==> config.mk <==
export PLATFORM = sky130hd
export DESIGN_NAME = keyed_value_table
export DESIGN_NICKNAME = d
export VERILOG_FILES = /design/src/kvt_pkg.sv /design/src/kvt_entry_ram.sv /design/src/kvt_ctrl.sv /design/src/keyed_value_table.sv
export VERILOG_INCLUDE_DIRS = /design/src /design/src/src
export SDC_FILE = /design/constraint.sdc
export NUM_CORES = 2
export LEC_CHECK = 0
export BUFFER_PORTS_ARGS = -buffer_cell sky130_fd_sc_hd__buf_2
export CAP_MARGIN = 20
export CELL_PAD_IN_SITES_DETAIL_PLACEMENT = 0
export CELL_PAD_IN_SITES_GLOBAL_PLACEMENT = 1
export CORE_UTILIZATION = 61
export CTS_BUF_LIST = sky130_fd_sc_hd__clkbuf_8
export DETAILED_ROUTE_END_ITERATION = 8
export PLACE_DENSITY_LB_ADDON = 0.1
export REMOVE_ABC_BUFFERS = 1
export SLEW_MARGIN = 20
export SYNTH_ARGS = -nofsm -noshare
export SYNTH_HDL_FRONTEND = slang
export SYNTH_SLANG_ARGS = --single-unit
==> constraint.sdc <==
create_clock -name clk -period 9.7 [get_ports clk]
set_clock_uncertainty 0.05 [all_clocks]
set_input_delay 0.97 -clock clk [delete_from_list [all_inputs] [get_ports clk]]
set_output_delay 0.97 -clock clk [all_outputs]
set_load 0.005 [all_outputs]
==> src/keyed_value_table_defines.svh <==
// ----------------------------------------------------------------------------
// keyed_value_table_defines
// Assertion macros used by the keyed value table RTL.
// ----------------------------------------------------------------------------
`ifndef KEYED_VALUE_TABLE_DEFINES_SVH
`define KEYED_VALUE_TABLE_DEFINES_SVH

// Same-cycle implication, checked outside reset
`define KVT_ASSERT_IMP(label, clk, rst_n, ante, cons) \
  label: assert property (@(posedge clk) disable iff (!rst_n) (ante) |-> (cons)) \
    else $error("keyed_value_table check failed");

// Next-cycle implication, checked outside reset
`define KVT_ASSERT_NXT(label, clk, rst_n, ante, cons) \
  label: assert property (@(posedge clk) disable iff (!rst_n) (ante) |=> (cons)) \
    else $error("keyed_value_table check failed");

`endif

==> src/kvt_pkg.sv <==
// ----------------------------------------------------------------------------
// kvt_pkg
// Sizes, codes and shared types of the keyed value table.
// ----------------------------------------------------------------------------
`timescale 1ns / 1ps

package kvt_pkg;

  localparam int TABLE_DEPTH = 32;
  localparam int KEY_WIDTH   = 16;
  localparam int VALUE_WIDTH = 32;
  localparam int IDX_W       = (TABLE_DEPTH > 1) ? $clog2(TABLE_DEPTH) : 1;
  localparam int CNT_W       = $clog2(TABLE_DEPTH + 1);
  localparam int CMD_W       = 3;
  localparam int STAT_W      = 2;
  localparam int FIELD_CNT_W = 6;

  typedef enum logic [CMD_W-1:0] {
    CMD_INSERT = 3'd0,
    CMD_ERASE  = 3'd1,
    CMD_GET    = 3'd2,
    CMD_COUNT  = 3'd3,
    CMD_CLEAR  = 3'd4
  } cmd_t;

  typedef enum logic [STAT_W-1:0] {
    ST_OK        = 2'd0,
    ST_NOT_FOUND = 2'd1,
    ST_FULL      = 2'd2,
    ST_DUPLICATE = 2'd3
  } status_t;

  // Entry RAM access for one cycle
  typedef struct packed {
    logic                   rd_en;
    logic [IDX_W-1:0]       rd_addr;
    logic                   wr_en;
    logic [IDX_W-1:0]       wr_addr;
    logic [KEY_WIDTH-1:0]   wr_key;
    logic [VALUE_WIDTH-1:0] wr_value;
  } mem_req_t;

  // One finished result
  typedef struct packed {
    logic [STAT_W-1:0]      status;
    logic [VALUE_WIDTH-1:0] value_out;
    logic [FIELD_CNT_W-1:0] match_count;
    logic [FIELD_CNT_W-1:0] entries_used;
  } result_t;

endpackage

==> src/kvt_entry_ram.sv <==
// ----------------------------------------------------------------------------
// kvt_entry_ram
// Entry store: one write port, one read port, registered read data.
// ----------------------------------------------------------------------------
`timescale 1ns / 1ps

module kvt_entry_ram (
  input  logic                                clk,
  input  kvt_pkg::mem_req_t                   req,
  output logic [kvt_pkg::KEY_WIDTH-1:0]       rd_key,
  output logic [kvt_pkg::VALUE_WIDTH-1:0]     rd_value
);

  logic [kvt_pkg::KEY_WIDTH+kvt_pkg::VALUE_WIDTH-1:0] mem [kvt_pkg::TABLE_DEPTH];
  logic [kvt_pkg::KEY_WIDTH+kvt_pkg::VALUE_WIDTH-1:0] rd_data_r;

  // Write one entry
  always_ff @(posedge clk) begin
    if (req.wr_en) begin
      mem[req.wr_addr] <= {req.wr_key, req.wr_value};
    end
  end

  // Read one entry into the registered read data
  always_ff @(posedge clk) begin
    if (req.rd_en) begin
      rd_data_r <= mem[req.rd_addr];
    end
  end

  assign rd_key   = rd_data_r[kvt_pkg::KEY_WIDTH+kvt_pkg::VALUE_WIDTH-1:kvt_pkg::VALUE_WIDTH];
  assign rd_value = rd_data_r[kvt_pkg::VALUE_WIDTH-1:0];

endmodule

==> src/kvt_ctrl.sv <==
// ----------------------------------------------------------------------------
// kvt_ctrl
// Command sequencer: scans the entry RAM, appends, shifts on erase and
// builds the result of each request.
// ----------------------------------------------------------------------------
`timescale 1ns / 1ps

module kvt_ctrl (
  input  logic                                clk,
  input  logic                                rst_n,
  input  logic                                in_valid,
  output logic                                in_ready,
  input  logic [kvt_pkg::CMD_W-1:0]           in_command,
  input  logic [kvt_pkg::KEY_WIDTH-1:0]       in_key,
  input  logic [kvt_pkg::VALUE_WIDTH-1:0]     in_value,
  input  logic                                slot_free,
  output logic                                res_valid,
  output kvt_pkg::result_t                    res,
  output kvt_pkg::mem_req_t                   mem_req,
  input  logic [kvt_pkg::KEY_WIDTH-1:0]       rd_key,
  input  logic [kvt_pkg::VALUE_WIDTH-1:0]     rd_value
);

  typedef enum logic [3:0] {
    S_IDLE  = 4'b0001,
    S_SCAN  = 4'b0010,
    S_SHIFT = 4'b0100,
    S_DONE  = 4'b1000
  } state_t;

  state_t                            state_r, state_nxt;
  logic [kvt_pkg::CMD_W-1:0]         cmd_r, cmd_nxt;
  logic [kvt_pkg::KEY_WIDTH-1:0]     key_r, key_nxt;
  logic [kvt_pkg::VALUE_WIDTH-1:0]   val_r, val_nxt;
  logic [kvt_pkg::CNT_W-1:0]         cnt_r, cnt_nxt;
  logic [kvt_pkg::CNT_W-1:0]         issue_r, issue_nxt;
  logic                              rd_vld_r, rd_vld_nxt;
  logic [kvt_pkg::IDX_W-1:0]         rd_idx_r, rd_idx_nxt;
  logic                              hit_r, hit_nxt;
  logic [kvt_pkg::IDX_W-1:0]         hit_pos_r, hit_pos_nxt;
  logic [kvt_pkg::VALUE_WIDTH-1:0]   hit_val_r, hit_val_nxt;
  logic [kvt_pkg::CNT_W-1:0]         match_r, match_nxt;
  logic [kvt_pkg::STAT_W-1:0]        status_r, status_nxt;
  logic                              more_rd;
  logic                              pipe_empty;

  assign in_ready   = (state_r == S_IDLE);
  assign more_rd    = (issue_r < cnt_r);
  assign pipe_empty = !more_rd && !rd_vld_r;

  // Sequencer and datapath
  always_comb begin
    state_nxt   = state_r;
    cmd_nxt     = cmd_r;
    key_nxt     = key_r;
    val_nxt     = val_r;
    cnt_nxt     = cnt_r;
    issue_nxt   = issue_r;
    rd_vld_nxt  = 1'b0;
    rd_idx_nxt  = rd_idx_r;
    hit_nxt     = hit_r;
    hit_pos_nxt = hit_pos_r;
    hit_val_nxt = hit_val_r;
    match_nxt   = match_r;
    status_nxt  = status_r;
    mem_req     = '0;
    res_valid   = 1'b0;
    res         = '0;

    case (state_r)
      S_IDLE: begin
        if (in_valid) begin
          cmd_nxt    = in_command;
          key_nxt    = in_key;
          val_nxt    = in_value;
          issue_nxt  = '0;
          hit_nxt    = 1'b0;
          match_nxt  = '0;
          status_nxt = kvt_pkg::ST_OK;
          case (in_command)
            kvt_pkg::CMD_INSERT: begin
              if (cnt_r == kvt_pkg::CNT_W'(kvt_pkg::TABLE_DEPTH)) begin
                status_nxt = kvt_pkg::ST_FULL;
                state_nxt  = S_DONE;
              end else begin
                state_nxt = S_SCAN;
              end
            end
            kvt_pkg::CMD_ERASE, kvt_pkg::CMD_GET, kvt_pkg::CMD_COUNT: begin
              state_nxt = S_SCAN;
            end
            kvt_pkg::CMD_CLEAR: begin
              cnt_nxt   = '0;
              state_nxt = S_DONE;
            end
            default: begin
              state_nxt = S_DONE;
            end
          endcase
        end
      end

      S_SCAN: begin
        // Issue the next read of the live range
        if (more_rd) begin
          mem_req.rd_en   = 1'b1;
          mem_req.rd_addr = issue_r[kvt_pkg::IDX_W-1:0];
          issue_nxt       = issue_r + kvt_pkg::CNT_W'(1);
          rd_vld_nxt      = 1'b1;
          rd_idx_nxt      = issue_r[kvt_pkg::IDX_W-1:0];
        end
        // Compare the entry that came back
        if (rd_vld_r) begin
          if (rd_key == key_r) begin
            hit_nxt     = 1'b1;
            hit_pos_nxt = rd_idx_r;
            hit_val_nxt = rd_value;
          end
          if (rd_value == val_r) begin
            match_nxt = match_r + kvt_pkg::CNT_W'(1);
          end
        end
        // Scan finished: decide
        if (pipe_empty) begin
          state_nxt = S_DONE;
          case (cmd_r)
            kvt_pkg::CMD_INSERT: begin
              if (hit_r) begin
                status_nxt = kvt_pkg::ST_DUPLICATE;
              end else begin
                mem_req.wr_en    = 1'b1;
                mem_req.wr_addr  = cnt_r[kvt_pkg::IDX_W-1:0];
                mem_req.wr_key   = key_r;
                mem_req.wr_value = val_r;
                cnt_nxt          = cnt_r + kvt_pkg::CNT_W'(1);
              end
            end
            kvt_pkg::CMD_ERASE: begin
              if (hit_r) begin
                issue_nxt = kvt_pkg::CNT_W'(hit_pos_r) + kvt_pkg::CNT_W'(1);
                state_nxt = S_SHIFT;
              end else begin
                status_nxt = kvt_pkg::ST_NOT_FOUND;
              end
            end
            kvt_pkg::CMD_GET: begin
              if (!hit_r) begin
                status_nxt = kvt_pkg::ST_NOT_FOUND;
              end
            end
            default: begin
            end
          endcase
        end
      end

      S_SHIFT: begin
        // Read the entry above the gap
        if (more_rd) begin
          mem_req.rd_en   = 1'b1;
          mem_req.rd_addr = issue_r[kvt_pkg::IDX_W-1:0];
          issue_nxt       = issue_r + kvt_pkg::CNT_W'(1);
          rd_vld_nxt      = 1'b1;
          rd_idx_nxt      = issue_r[kvt_pkg::IDX_W-1:0];
        end
        // Move it down by one
        if (rd_vld_r) begin
          mem_req.wr_en    = 1'b1;
          mem_req.wr_addr  = rd_idx_r - kvt_pkg::IDX_W'(1);
          mem_req.wr_key   = rd_key;
          mem_req.wr_value = rd_value;
        end
        if (pipe_empty) begin
          cnt_nxt   = cnt_r - kvt_pkg::CNT_W'(1);
          state_nxt = S_DONE;
        end
      end

      S_DONE: begin
        // Hand the result over once the output slot is free
        if (slot_free) begin
          res_valid        = 1'b1;
          res.status       = status_r;
          res.value_out    = (cmd_r == kvt_pkg::CMD_GET && hit_r) ? hit_val_r : '0;
          res.match_count  = (cmd_r == kvt_pkg::CMD_COUNT) ?
                             kvt_pkg::FIELD_CNT_W'(match_r) : '0;
          res.entries_used = kvt_pkg::FIELD_CNT_W'(cnt_r);
          state_nxt        = S_IDLE;
        end
      end

      default: begin
        state_nxt = S_IDLE;
      end
    endcase
  end

  // Control state
  always_ff @(posedge clk) begin
    if (!rst_n) begin
      state_r  <= S_IDLE;
      cnt_r    <= '0;
      rd_vld_r <= 1'b0;
    end else begin
      state_r  <= state_nxt;
      cnt_r    <= cnt_nxt;
      rd_vld_r <= rd_vld_nxt;
    end
  end

  // Request and scan payload
  always_ff @(posedge clk) begin
    cmd_r     <= cmd_nxt;
    key_r     <= key_nxt;
    val_r     <= val_nxt;
    issue_r   <= issue_nxt;
    rd_idx_r  <= rd_idx_nxt;
    hit_r     <= hit_nxt;
    hit_pos_r <= hit_pos_nxt;
    hit_val_r <= hit_val_nxt;
    match_r   <= match_nxt;
    status_r  <= status_nxt;
  end

endmodule

==> src/keyed_value_table.sv <==
// ----------------------------------------------------------------------------
// keyed_value_table
// Table of unique keys with values, packed in insertion order in one
// entry RAM: insert, erase, get, count by value and clear.
// ----------------------------------------------------------------------------
// Channel   Ports                                        Direction
// in        in_valid/in_ready, in_command/key/value      request in
// out       out_valid/out_ready, out_status/value_out/   result out
//           out_match_count/out_entries_used
//
// One request at a time. Insert, erase, get and count scan the live entries
// one RAM read per cycle; clear, unknown commands and an insert into a full
// table skip the scan. Erase then shifts the later entries down by one place.
// The single read port of the entry RAM sets the pace.
// Reset empties the table at once; the RAM is never cleared. A result waiting
// on out_ready holds in the output register while the next request runs.
// ----------------------------------------------------------------------------
`timescale 1ns / 1ps
`include "keyed_value_table_defines.svh"

module keyed_value_table (
  input  logic                                clk,
  input  logic                                rst_n,
  input  logic                                in_valid,
  output logic                                in_ready,
  input  logic [kvt_pkg::CMD_W-1:0]           in_command,
  input  logic [kvt_pkg::KEY_WIDTH-1:0]       in_key,
  input  logic [kvt_pkg::VALUE_WIDTH-1:0]     in_value,
  output logic                                out_valid,
  input  logic                                out_ready,
  output logic [kvt_pkg::STAT_W-1:0]          out_status,
  output logic [kvt_pkg::VALUE_WIDTH-1:0]     out_value_out,
  output logic [kvt_pkg::FIELD_CNT_W-1:0]     out_match_count,
  output logic [kvt_pkg::FIELD_CNT_W-1:0]     out_entries_used
);

  kvt_pkg::mem_req_t                mem_req;
  kvt_pkg::result_t                 res;
  kvt_pkg::result_t                 out_res_r;
  logic                             res_valid;
  logic                             slot_free;
  logic                             out_valid_r;
  logic [kvt_pkg::KEY_WIDTH-1:0]    rd_key;
  logic [kvt_pkg::VALUE_WIDTH-1:0]  rd_value;

  assign slot_free = !out_valid_r || out_ready;

  kvt_entry_ram u_ram (
    .clk      (clk),
    .req      (mem_req),
    .rd_key   (rd_key),
    .rd_value (rd_value)
  );

  kvt_ctrl u_ctrl (
    .clk        (clk),
    .rst_n      (rst_n),
    .in_valid   (in_valid),
    .in_ready   (in_ready),
    .in_command (in_command),
    .in_key     (in_key),
    .in_value   (in_value),
    .slot_free  (slot_free),
    .res_valid  (res_valid),
    .res        (res),
    .mem_req    (mem_req),
    .rd_key     (rd_key),
    .rd_value   (rd_value)
  );

  // Hold the result until the consumer takes it
  always_ff @(posedge clk) begin
    if (!rst_n) begin
      out_valid_r <= 1'b0;
    end else if (res_valid) begin
      out_valid_r <= 1'b1;
    end else if (out_ready) begin
      out_valid_r <= 1'b0;
    end
  end

  always_ff @(posedge clk) begin
    if (res_valid) begin
      out_res_r <= res;
    end
  end

  assign out_valid        = out_valid_r;
  assign out_status       = out_res_r.status;
  assign out_value_out    = out_res_r.value_out;
  assign out_match_count  = out_res_r.match_count;
  assign out_entries_used = out_res_r.entries_used;

  // Never overwrite a result still waiting
  `KVT_ASSERT_IMP(a_no_overwrite, clk, rst_n, res_valid, slot_free)
  // Busy right after taking a request
  `KVT_ASSERT_NXT(a_busy_after_accept, clk, rst_n, in_valid && in_ready, !in_ready)
  // A full report only comes from a full table
  `KVT_ASSERT_IMP(a_full_count, clk, rst_n, res_valid && res.status == kvt_pkg::ST_FULL, res.entries_used == kvt_pkg::FIELD_CNT_W'(kvt_pkg::TABLE_DEPTH))
  // A result never appears while a request can be taken
  `KVT_ASSERT_IMP(a_result_not_idle, clk, rst_n, res_valid, !in_ready)

endmodule
## Word-level counts from Yosys, hierarchy flattened

Memories as Yosys holds them, arrays and structs flattened. A register that Yosys moved wholly into a read port is not among the register bits.
Cells that the tools add are included.

| word-level totals | value |
|---|---|
| register bits after elaboration | 166 |
| word-level logic and storage cells | 130 |
| bits in latches | 0 |
| bits of input ports | 55 |
| output and inout port bits | 48 |
| bits in writable memories | 1536 |
| memory bits (read-only) | 0 |
| memories kept | 1 |

Memory list:

| memory | words | bits a word | rd ports | clocked after memory_dff | write ports | line | source |
|---|---|---|---|---|---|---|---|
| u_ram.mem | 32 | 48 | 1 | 1 | 1 | kvt_entry_ram.sv:14 | `logic [kvt_pkg::KEY_WIDTH+kvt_pkg::VALUE_WIDTH-1:0] mem [kvt_pkg::TABLE_DEPTH];` |

| operators by class | value |
|---|---|
| reductions and logical operators | 27 |
| add/subtract/negate cells | 6 |
| bitwise operators | 0 |
| $lt $le $gt $ge | 1 |
| shifts and indexed selects | 0 |
| muxes and demuxes | 50 |
| equal/unequal tests | 27 |
| multipliers | 0 |
| div/mod/pow operators | 0 |

Operator list:

| cell | count |
|---|---|
| $mux W54 | 4 |
| $pmux W60 S2 | 1 |
| $mux W6 | 14 |
| $pmux W6 S3 | 2 |
| $eq A32 B32 Y1 | 1 |
| $mux W4 | 7 |
| $add A6 B1 Y6 const B | 3 |
| $eq A16 B16 Y1 | 1 |
| $pmux W4 S4 | 1 |
| $eq A3 B2 Y1 const B | 4 |
| $mux W2 | 6 |
| $ne A2 B1 Y1 const B | 6 |
| $pmux W6 S2 | 1 |
| $reduce_and A4 Y1 | 3 |
| $mux W1 | 10 |
| $reduce_and A2 Y1 | 5 |
| $reduce_and A3 Y1 | 3 |
| $ne A2 B2 Y1 const B | 4 |
| $pmux W2 S2 | 2 |
| $pmux W4 S2 | 1 |
| $reduce_and A7 Y1 | 1 |
| $add A5 B1 Y6 const B | 1 |
| $eq A3 B1 Y1 const B | 2 |
| $eq A6 B6 Y1 const B | 1 |
| other kinds (20) | 27 |

## Logic depth before layout (Yosys ltp)

| logic depth | value |
|---|---|
| depth in word-level cells | 7 |
| mapped depth | 18 |
| depth with buffers taken out | 13 |

## Modules after synthesis

A second synthesis with hierarchy kept.

| unflattened totals | value |
|---|---|
| cells, all modules | 3908 |
| area, all modules | 68762.2 µm² |

Modules (own cells, without submodules):

| module | sequential area each (µm²) | area an instance (µm²) | times used | cells an instance |
|---|---|---|---|---|
| kvt_entry_ram | 47565.6 | 61205.0 | 1 | 3364 |
| kvt_ctrl | 3463.3 | 6127.1 | 1 | 494 |
| keyed_value_table | 1401.3 | 1430.1 | 1 | 50 |

## Worst setup path after synthesis

OpenSTA, ideal clock, no wires.

| timing | value |
|---|---|
| kind | flip-flop to flip-flop |
| start | register u_ctrl.issue_r[4] (netlist name) |
| end | memory u_ram.mem[28][0] (netlist name), enable pin |
| cell stages (with the launch flop) | 10 |
| path buffers | 1 |
| period minus slack after synthesis | 4.652 ns |
| data arrival time | 4.149 ns |
| setup time | 0.454 ns |
| setup slack | 5.048 ns |
| required time | 9.196 ns |
| cells stage by stage | edfxtp_1 ha_1 nand2_1 o21ai_0 a21oi_1 nor4_1 buf_2 a22oi_1 or3_1 nor2_1 |

| between the ends | value |
|---|---|
| longest elaborated chain between the ends | 7 |

RTL lines:

| element | line | source |
|---|---|---|
| start: declaration | kvt_ctrl.sv:36 | `logic [kvt_pkg::CNT_W-1:0] issue_r, issue_nxt;` |
| start signal: assignment | kvt_ctrl.sv:216 | `issue_r <= issue_nxt;` |
| $lt A6 B6 Y1 * | kvt_ctrl.sv:48 | `assign more_rd = (issue_r < cnt_r);` |
| $logic_not A1 Y1 * | kvt_ctrl.sv:49 | `assign pipe_empty = !more_rd && !rd_vld_r;` |
| $logic_and A1 B1 Y1 * | kvt_ctrl.sv:49 |  |
| $mux W54 * | kvt_ctrl.sv:124 | `if (pipe_empty) begin` |
| $pmux W60 S2 * | kvt_ctrl.sv:70 | `case (state_r)` |
| $mux W1 | kvt_entry_ram.sv:19 | `if (req.wr_en) begin` |
| $mux W1 (not written as such) | kvt_entry_ram.sv:20 | `mem[req.wr_addr] <= {req.wr_key, req.wr_value};` |
| end: declaration | kvt_entry_ram.sv:14 |  |

Every way passes the cells marked *; elsewhere a longest branch is shown, timed or not.

## Final worst setup path

| timing | value |
|---|---|
| start | register u_ctrl.issue_r[1] (netlist name) |
| end | memory u_ram.mem[18][3] (netlist name), enable pin |

Same word-level chain as after synthesis.

==> reports/metrics.yaml <==
crit_path_start: "u_ctrl.issue_r[1]"
die_area_mm2: 0.113
drtIter0Drc: 5323
root_buffer: "clkbuf_8"
synth-adder-area-share_pct: 0.287
max_slew_margin_pct: 22.7
async_flop_share_pct: 0
antenna_found_initial: 6
ctsHoldBuffers: 0
place_area_mm2: 0.0703
grt_pass1_vias: 38200
viasPerCell: 6.70
hp-class: "primary input to register"
r2r_slack_ps: 3460
fmaxAchievable_mhz: 160
seq_area_frac_synth_pct: 77.0
cts_resized: 0
crit_required_ps: 10190
synth_top_cell_area_share_pct: 76.7
dr.pass1.iters: 9
crit_end: "u_ram.mem[18][3]"
synthCells: 4075
yosys.area_share.simple_pct: 6.77
setup_viol: 0
max_cap_viol_count: 0
ys_top_cells_by_area: "edfxtp_1, mux4_2, nand2_1"
hold_viol_final: 0
avgSynthCellArea_um2: 16.7
drt-total-wl_um: 193000
hold_ws_ps: 133
synth_xor_area_share_pct: 0.886
cts_setup_buffers: 0
fin_util_pct: 68.0
rows: 122
muxShareOfSynthArea_pct: 5.65
synth_edf_count: 1738
maxSlewViolCount: 0
drive_gt1_share_pct: 16.3
vias: 40200
dpl.hpwl_um: 98500
clk_latency_ps: 960
period_needed_ps: 6240
synth-compound-area-share_pct: 7.42
final_area_mm2: 0.0753
ys_types: 79
io_pins: 103
ant_nets: 0
overflow: 0
synth_top_family_by_area: "compound AO/OA/AOI/OAI gates"
grtUsageTotal_pct: 34.5
cts_sinks: 1750
routabilityCongestion: 0.842
grt_pass1_wl_um: 272000
grt_max_degree: 151
p_leak_nw: 24.9
crit_fanout: 46
r2r-start: "u_ctrl.issue_r[1]"
rsz0062_at_grt: "false"
clkTransAtPathRegs_ps: 60
clockBufferDepth: 4
synth_common_cells: "edfxtp_1, nand2_1, a21oi_1, o21ai_0, nand3_1"
critPathKind: "register to register"
fin_crit_sh_pct: 64.3
synth_most_common_cell: "edfxtp_1"
hold_depth: 1
cts_made_buffers: 293
r2r-end: "u_ram.mem[18][3]"
die_w_um: 336
ys_warn_count: 0
power_density_mw_per_mm2: 190
fin_nets: 4388
port_buffers: 102
max-vdd-ir-drop_v: 0.000129
floorplan.initialDensity_pct: 61.5
drcViolationCount: 0
endpoint_kind: "register"
die_h_um: 336
rr_worst_depth: 12
synthFlopType: "edfxtp_1"
wire_per_inst_um: 32.1
cp.arrival_ps: 6720
htreeDepth: 5
worst_pin_slew_ps: 1160
synth_top_area_cell: "edfxtp_1"
synth-seq-cells: 1750
status: "completed"
synth_area_mm2: 0.0681
start_kind: "register"
syn2layout_area_growth_pct: 10.5
tritoncts: "yes"
placeableCoreArea_mm2: 0.111
==> worst max-delay path, cell delays in order, from the launching register on <==
cell,delay [ps]
edfxtp_1,330
buf_4,600
ha_1,370
a21o_1,170
a21oi_1,670
nor4_2,90
buf_4,240
buf_4,410
a22oi_1,610
nor2b_1,260
nand2_1,270
nor2_4,850
buf_4,820
==> logic make-up after synthesis <==
| logic type | after synthesis |
|---|---|
| AO/OA/AOI/OAI | 729 |
| XOR/XNOR | 68 |
| adder cells (fa/ha/maj) | 15 |
| buffers and inverters | 261 |
| flip-flops | 1750 |
| multiplexers | 232 |
| AND/OR/NAND/NOR | 1020 |
==> how the worst min path moves through the flow <==
stage | end | from | slack, ps
after floorplan | u_ctrl.hit_pos_r[4] | u_ctrl.rd_idx_r[4] | 400
after global placement | u_ctrl.cnt_r[5] | u_ctrl.cnt_r[5] | 420
after detailed placement | u_ctrl.cnt_r[5] | u_ctrl.cnt_r[5] | 420
after CTS | u_ctrl.val_r[29] | in_value[29] | 70
after global routing | u_ctrl.val_r[19] | in_value[19] | 100
final | u_ctrl.key_r[7] | in_key[7] | 130
==> placed cells by master, fill, tap and decap left out, types with 57 or more instances in the layout <==
cell         n
a21oi_1    165
a221oi_1    83
and3_1      57
buf_2      102
buf_4       76
clkbuf_8   300
clkinv_1    57
edfxtp_1  1738
inv_1      109
mux2i_1    110
mux4_2     122
nand2_1    607
nand3_1    122
o21ai_0    131
==> flip-flops by register name, indices dropped and copies added, names as in the netlist, 4 cells and up <==
register	cells
out_entries_used	6
u_ctrl.match_r	6
u_ctrl.key_r	16
u_ctrl.rd_idx_r	5
u_ctrl.val_r	32
u_ctrl.hit_val_r	32
u_ctrl.issue_r	6
out_value_out	32
out_match_count	6
u_ctrl.hit_pos_r	5
u_ctrl.cnt_r	6
u_ram.mem	1536
u_ram.rd_data_r	48
u_ctrl.state_r	4
==> final cells by class <==
class | count | area, um^2
multi-input combinational | 2064 | 14700
sequential | 1750 | 52400
clock buffer | 300 | 4130
fill | 7347 | 35400
tap | 1488 | 1860
clock inverter | 182 | 840
antenna | 2 | 5.00
timing repair buffer | 187 | 1250
inverter | 22 | 86.3
==> power breakdown <==
group / internal (mW) / switching, mW
Combinational: 0.0839 / 0.196
Clock: 2.93 / 2.81
Sequential: 8.26 / 0.0510
Total: 11.3 / 3.05
==> per-stage QoR <==
step	instances	worst slack [ps]	TNS, ps	total power [mW]
CTS	5993	3590	0	14.4
finish	5995	3460	0	14.3
detailed placement	5511	3680	0	8.74
floorplan	3836	-4220	-194550	8.60
global route	5995	3390	0	14.7
global placement	5510	3760	0	8.74
==> routing by layer <==
metal | part of all wire [%] | track usage (%) | up-vias
met3 | 12 | 7.73 | 419
met5 | 0.021 | 0 | -
met2 | 46 | 52.2 | 2854
li1 | - | - | 16600
met4 | 3.7 | 12.9 | 6
met1 | 38 | 49.6 | 20300
No activity file was read; power rests on OpenSTA's default activity.
